==> config.mk <==
export PLATFORM = sky130hd
export DESIGN_NAME = gpe_cfg
export DESIGN_NICKNAME = d
export VERILOG_FILES = /design/src/hdl/gpe_pkg.sv /design/src/hdl/gpe_cfg.sv
export SDC_FILE = /design/constraint.sdc
export NUM_CORES = 2
export LEC_CHECK = 0
export ABC_AREA = 1
export ABC_CLOCK_PERIOD_IN_PS = 9500
export BUFFER_PORTS_ARGS = -buffer_cell sky130_fd_sc_hd__buf_4
export CAP_MARGIN = 20
export CORE_MARGIN = 5
export CORE_UTILIZATION = 60
export DETAILED_ROUTE_END_ITERATION = 10
export GPL_ROUTABILITY_DRIVEN = 0
export PLACE_DENSITY = 0.74
export RECOVER_POWER = 100
export SYNTH_ARGS = -nofsm -noshare
export SYNTH_HDL_FRONTEND = slang
export SYNTH_SLANG_ARGS = --single-unit
==> constraint.sdc <==
create_clock -name clk_i -period 9.5 [get_ports clk_i]
set_input_delay 1.9 -clock clk_i [delete_from_list [all_inputs] [get_ports clk_i]]
set_output_delay 1.9 -clock clk_i [all_outputs]
set_load 0.05 [all_outputs]
==> src/hdl/gpe_pkg.sv <==
// ----------------------------------------------------------------------------
// gpe_pkg - shared types and constants of the Gaussian density evaluator
// Word formats, register codes, fixed-point widths and the power-of-two
// table used by the exponent stages.
// ----------------------------------------------------------------------------
package gpe_pkg;

  localparam int NUM_DIMS = 4;
  localparam int MAX_DIMS = 4;
  localparam int LANE_W   = $clog2(MAX_DIMS);

  localparam int VAL_W   = 16;
  localparam int SIG_W   = 15;
  localparam int AD_W    = 16;
  localparam int SQ_W    = 30;
  localparam int NUM_W   = 32;
  localparam int QUO_W   = 48;
  localparam int ESUM_W  = QUO_W + 2;
  localparam int E_W     = 39;
  localparam int E_SPLIT = 20;
  localparam int C_W     = 25;
  localparam int T_W     = 46;
  localparam int L_W     = 48;
  localparam int FRAC_W  = 24;
  localparam int K_W     = 5;
  localparam int KK_W    = 4;
  localparam int LG_W    = KK_W + FRAC_W;
  localparam int LGS_W   = 30;
  localparam int M_W     = 31;
  localparam int P_W     = 31;
  localparam int DENS_W  = 32;

  localparam logic [C_W-1:0] LOG2E_Q24 = C_W'(24204406);
  localparam longint HALF_LOG2_2PI_Q24 = 22242362;

  localparam longint L_BASE_I = (longint'(16 + 8 * NUM_DIMS) <<< 24)
                                - longint'(NUM_DIMS) * HALF_LOG2_2PI_Q24;
  localparam logic signed [L_W-1:0] L_BASE = L_W'(L_BASE_I);
  localparam logic signed [L_W-1:0] L_SAT  = L_W'(longint'(32) <<< 24);

  localparam logic [LG_W-1:0]  LG_RESET    = LG_W'(longint'(8) <<< 24);
  localparam logic [LGS_W-1:0] LGSUM_RESET = LGS_W'(longint'(NUM_DIMS) * (longint'(8) <<< 24));
  localparam logic [SQ_W-1:0]  SQ_RESET    = SQ_W'(256 * 256);

  // stage counts: lane = |d| reg, square reg, one divider stage per quotient bit
  localparam int LANE_LAT  = 2 + QUO_W;
  localparam int MERGE_LAT = 4 + FRAC_W + 1;
  localparam int PIPE_LAT  = LANE_LAT + MERGE_LAT;

  typedef struct packed {
    logic signed [VAL_W-1:0] value_dim0;
    logic signed [VAL_W-1:0] value_dim1;
    logic signed [VAL_W-1:0] value_dim2;
    logic signed [VAL_W-1:0] value_dim3;
  } in_word_t;

  typedef struct packed {
    logic [DENS_W-1:0] density;
    logic              saturated;
  } out_word_t;

  typedef enum logic [2:0] {
    CFG_MEAN_DIM0  = 3'd0,
    CFG_SIGMA_DIM0 = 3'd1,
    CFG_MEAN_DIM1  = 3'd2,
    CFG_SIGMA_DIM1 = 3'd3,
    CFG_MEAN_DIM2  = 3'd4,
    CFG_SIGMA_DIM2 = 3'd5,
    CFG_MEAN_DIM3  = 3'd6,
    CFG_SIGMA_DIM3 = 3'd7
  } cfg_idx_e;

  typedef struct packed {
    cfg_idx_e          index;
    logic [VAL_W-1:0]  data;
  } cfg_wr_t;

  typedef enum logic [1:0] {
    CS_IDLE,
    CS_LOG,
    CS_SUM
  } cfg_state_e;

  typedef struct packed {
    logic                             busy;
    logic [MAX_DIMS-1:0][VAL_W-1:0]   mean;
    logic [MAX_DIMS-1:0][SQ_W-1:0]    sq;
    logic [LGS_W-1:0]                 lgsum;
  } cfg_view_t;

  function automatic logic [63:0] isqrt64(logic [63:0] v_in);
    logic [63:0] v;
    logic [63:0] r;
    logic [63:0] b;
    v = v_in;
    r = '0;
    b = 64'(1) << 62;
    for (int i = 0; i < 32; i++) begin
      if (v >= r + b) begin
        v = v - (r + b);
        r = (r >> 1) + b;
      end else begin
        r = r >> 1;
      end
      b = b >> 2;
    end
    return r;
  endfunction

  // Q30 value of 2^(2^-j), built by repeated integer square roots
  function automatic logic [P_W-1:0] exp_tab(int j);
    logic [63:0] t;
    t = 64'(1) << 31;
    for (int i = 1; i <= FRAC_W; i++) begin
      if (i <= j) begin
        t = isqrt64(t << 30);
      end
    end
    return P_W'(t);
  endfunction

endpackage

==> src/hdl/gpe_cfg.sv <==
// ----------------------------------------------------------------------------
// gpe_cfg - configuration registers and log2 unit
// Holds the means, the squared deviations and the sum of log2 deviations.
// A deviation write runs a 24-step squaring log2 on a shared multiplier.
// ----------------------------------------------------------------------------
module gpe_cfg import gpe_pkg::*; (
  input  logic      clk_i,
  input  logic      rst_ni,
  input  logic      cfg_valid_i,
  output logic      cfg_ready_o,
  input  cfg_wr_t   cfg_wr_i,
  output cfg_view_t view_o
);

  cfg_state_e state_q, state_d;

  logic [MAX_DIMS-1:0][VAL_W-1:0] mean_q;
  logic [MAX_DIMS-1:0][SQ_W-1:0]  sq_q;
  logic [MAX_DIMS-1:0][LG_W-1:0]  lg_q;
  logic [LGS_W-1:0]               lgsum_q;

  logic [LANE_W-1:0] lane_q;
  logic [4:0]        cnt_q;
  logic [M_W-1:0]    m_q;
  logic [FRAC_W-1:0] frac_q;
  logic [KK_W-1:0]   kk_q;

  logic              wr;
  logic              is_sigma;
  logic [LANE_W-1:0] lane;
  logic [SIG_W-1:0]  s_eff;
  logic [KK_W-1:0]   lead;
  logic [M_W-1:0]    m_init;
  logic [SQ_W-1:0]   sq_new;
  logic [61:0]       mm;
  logic [31:0]       msq;
  logic              fbit;
  logic [M_W-1:0]    m_next;
  logic [FRAC_W-1:0] frac_next;
  logic [LGS_W-1:0]  lg_total;

  assign cfg_ready_o = (state_q == CS_IDLE);
  assign wr          = cfg_valid_i & cfg_ready_o;

  always_comb begin
    is_sigma = 1'b0;
    lane     = '0;
    unique case (cfg_wr_i.index)
      CFG_MEAN_DIM0:  begin lane = LANE_W'(0); is_sigma = 1'b0; end
      CFG_SIGMA_DIM0: begin lane = LANE_W'(0); is_sigma = 1'b1; end
      CFG_MEAN_DIM1:  begin lane = LANE_W'(1); is_sigma = 1'b0; end
      CFG_SIGMA_DIM1: begin lane = LANE_W'(1); is_sigma = 1'b1; end
      CFG_MEAN_DIM2:  begin lane = LANE_W'(2); is_sigma = 1'b0; end
      CFG_SIGMA_DIM2: begin lane = LANE_W'(2); is_sigma = 1'b1; end
      CFG_MEAN_DIM3:  begin lane = LANE_W'(3); is_sigma = 1'b0; end
      CFG_SIGMA_DIM3: begin lane = LANE_W'(3); is_sigma = 1'b1; end
      default:        begin lane = '0; is_sigma = 1'b0; end
    endcase
  end

  // zero deviation counts as the smallest step
  always_comb begin
    s_eff = (cfg_wr_i.data[SIG_W-1:0] == '0) ? SIG_W'(1) : cfg_wr_i.data[SIG_W-1:0];
    lead  = '0;
    for (int b = 0; b < SIG_W; b++) begin
      if (s_eff[b]) lead = KK_W'(b);
    end
    m_init = M_W'(s_eff) << (5'd30 - {1'b0, lead});
    sq_new = SQ_W'(s_eff) * SQ_W'(s_eff);
  end

  always_comb begin
    mm        = 62'(m_q) * 62'(m_q);
    msq       = mm[61:30];
    fbit      = msq[31];
    m_next    = fbit ? msq[31:1] : msq[30:0];
    frac_next = {frac_q[FRAC_W-2:0], fbit};
  end

  always_comb begin
    lg_total = '0;
    for (int i = 0; i < NUM_DIMS; i++) begin
      lg_total = lg_total + LGS_W'(lg_q[i]);
    end
  end

  always_comb begin
    state_d = state_q;
    unique case (state_q)
      CS_IDLE: if (wr && is_sigma) state_d = CS_LOG;
      CS_LOG:  if (cnt_q == 5'(FRAC_W - 1)) state_d = CS_SUM;
      CS_SUM:  state_d = CS_IDLE;
      default: state_d = CS_IDLE;
    endcase
  end

  always_ff @(posedge clk_i or negedge rst_ni) begin
    if (!rst_ni) begin
      state_q <= CS_IDLE;
      for (int i = 0; i < MAX_DIMS; i++) begin
        mean_q[i] <= '0;
        sq_q[i]   <= SQ_RESET;
        lg_q[i]   <= LG_RESET;
      end
      lgsum_q <= LGSUM_RESET;
      lane_q  <= '0;
      cnt_q   <= '0;
      m_q     <= '0;
      frac_q  <= '0;
      kk_q    <= '0;
    end else begin
      state_q <= state_d;
      if (wr) begin
        if (is_sigma) begin
          sq_q[lane] <= sq_new;
          lane_q     <= lane;
          m_q        <= m_init;
          kk_q       <= lead;
          cnt_q      <= '0;
          frac_q     <= '0;
        end else begin
          mean_q[lane] <= cfg_wr_i.data;
        end
      end
      if (state_q == CS_LOG) begin
        m_q    <= m_next;
        frac_q <= frac_next;
        cnt_q  <= cnt_q + 5'd1;
        if (cnt_q == 5'(FRAC_W - 1)) begin
          lg_q[lane_q] <= {kk_q, frac_next};
        end
      end
      if (state_q == CS_SUM) begin
        lgsum_q <= lg_total;
      end
    end
  end

  assign view_o.busy  = (state_q != CS_IDLE);
  assign view_o.mean  = mean_q;
  assign view_o.sq    = sq_q;
  assign view_o.lgsum = lgsum_q;

endmodule

==> out/metrics.cfg <==
[run_status]
status=complete, but fails checks
violations=max-capacitance violations, max-slew violations

[worst_setup_path]
cp_slowest_stage_delay_ns=0.74
cp_slowest_cell=clkbuf_1
r2r_start=m_q[4]
cp-startpoint=cfg_wr_i[14]
required_ns=9.95
crit_type=in2reg
crit_family=adder cells
crit_path_max_fanout=20
critPathBufInv=10
endpoint_kind=flip-flop
crit_arrival_ns=8.97
start_kind=input port

[yosys]
yosys.area.top_type=fa_1
ys_seq_area_share_pct=18.6
ys_ff_latch=389
netlist_instances=6162
ys.flop_type=dfrtp_1
netlist_area_um2=52300
synth.distinct_cells=59
synth_top_area_share_pct=35.9
synth_warnings=0
synth_area_leaders=fa_1 (36%), dfrtp_1 (18%), inv_1 (11%)
synth_edf_count=0
async_reset_ff_share_pct=100
postSynthAreaPerCell_um2=8.50

[timing]
fin_crit_ns=8.52
whs_ns=0.475
worst_pin_slew_ns=6.31
slew_headroom_pct=-321
fmax_mhz=117
period_share_pct=89.7
rsz0062_at_grt=false
finalSetupTns_ns=0
hold_violations=0
finalSetupViolCount=0
slew_violations=688
fin_skew_ns=0.0342

[detailed_routing]
dr_wl_met3_mm=10.7
drt-vias-per-instance=5.40
wl_per_cell_um=18.4
drc=0
vias=40300
postRouteAntennaNets=0
wl_met2_mm=66.3
drt-met1-wl_mm=54.9
top_layer=met5
first_iter_violations=3492
finalWirelength_mm=137
firstDrtPassIters=7

[global_route]
grt_pass1_wl_mm=225
grt_max_degree=158
overflow=0
gr-usage-all-layers_pct=30.0
antenna_found_initial=6
grt_pass1_vias=42400

[clock_tree]
post-cts-setup-buffers=0
cts_root_buffer=clkbuf_16
cts_buffer_depth=3
post_cts_resized=0
clk_pin_slew_ns=0.06
htreeDepth=2
clk_latency_ns=0.59
tritoncts=yes
cts_sinks=389
cts_hold_buf=0
numCtsBuffers=42

[place]
portBuffers=233
hpwl_mm=109

[layout]
fin_nets=7624
layout-drive-gt1-share_pct=3.63
areaGrowthSynthToFinish_pct=6.41

[die]
num_rows=108
dieWidth_um=305
initial_core_util_pct=60.3
core_area_um2=86800
die_h_um=305
num_io_pins=238
die_area_um2=93300

[min_path]
min_from=view_o[96]
hp-class=reg2reg

[job]
maxCapViolations=14

cells by family (layout without fill, tap and decap cells):
group	Yosys count	in the layout	synth area share, %
other cells	1	8	0.00716
mux	9	9	0.194
simple gates	2033	2033	15.8
xor+xnor	77	77	1.29
buf+inv	1733	1877	12.7
fa+ha+maj	1326	1326	45.2
compound gates	594	594	6.25
flops	389	389	18.6
placed cells by master (no fill, tap or decap), drive strengths merged, types with 2 or more instances in the layout:
master    count
nor3         29
bufinv        2
nand2      1474
a21boi        3
dfstp         9
nand4        19
o2111ai       2
ha          386
xnor2        36
xor2         41
inv        1491
a31o          3
conb          4
fa          940
mux2          9
or2          29
buf          71
a21o         21
a31oi        16
nand3       240
diode         4
a21oi       207
nor2        226
nor4          6
dfrtp       380
clkinvlp      3
clkinv        9
o21a          6
nand3b        9
a211oi        4
o21ai       275
o21bai       17
o221ai        2
o22ai        23
o211ai       11
clkbuf      301
tightest hold or removal path: stages (launching register included):
cell     delay [ns]
dfrtp_1        0.34
nand2_1        0.05
nand2_1        0.05
final timing paths:
kind                       cells past startpoint     endpoint  slack (ns)
max                                           33   view_o[51]        0.98
min                                            2   view_o[96]        0.48
max reg2reg                                   30       m_q[5]        1.09
min reg2reg                                    2   view_o[96]        0.48
max in group asynchronous                      2      m_q[10]        1.80
min in group asynchronous                      1  view_o[128]        3.65
state kept, by name (all words and copies together), names as in the netlist:
register	flops
frac_q	23
lane_q	2
lgsum_q	30
lg_q	112
kk_q	4
state_q	2
view_o	180
m_q	31
cnt_q	5
layout make-up:
cell class | instances | area [um^2]
multi-input combinational | 4043 | 35900
fill | 7440 | 31000
sequential | 389 | 9750
inverter | 1492 | 5600
timing repair buffer | 308 | 1550
tap | 1155 | 1450
clock buffer | 64 | 1210
clock inverter | 13 | 188
antenna | 4 | 10.0
through the flow:
stage	instances	worst slack [ns]	area, um^2	utilization (%)
after global placement	7377	1.11	55100	63.5
after detailed placement	7382	1.05	55200	63.7
after CTS	7459	1.31	56600	65.3
after global routing	7468	0.481	55700	64.2
after floorplan	6165	2.02	52400	-
final	7468	0.979	55700	64.2
cells in the mapped netlist (10+ instances only):
library cell     n
nor2_1         212
nand2_2         10
xor2_1          41
a21o_1          21
dfrtp_1        380
nor2_2          11
fa_1           940
inv_1         1474
nand2_1       1461
or2_2           25
o21ai_0        249
xnor2_1         36
o22ai_1         23
ha_1           386
clkbuf_1       180
buf_1           20
a21oi_1        204
o21bai_1        16
inv_2           14
nor3_1          28
nand4_1         19
nand3_1        237
a31oi_1         15
buf_2           26
o21ai_1         23
routing by layer:
metal	global-route usage [%]	vias to the layer above
met5	0	-
met4	9.78	2
met3	4.24	319
met2	49.8	1639
met1	41.4	19800
li1	-	18500
Power is left out: the tool's default activity adds up to more than one toggle a clock period on the data nets, which glitch-free logic cannot reach.
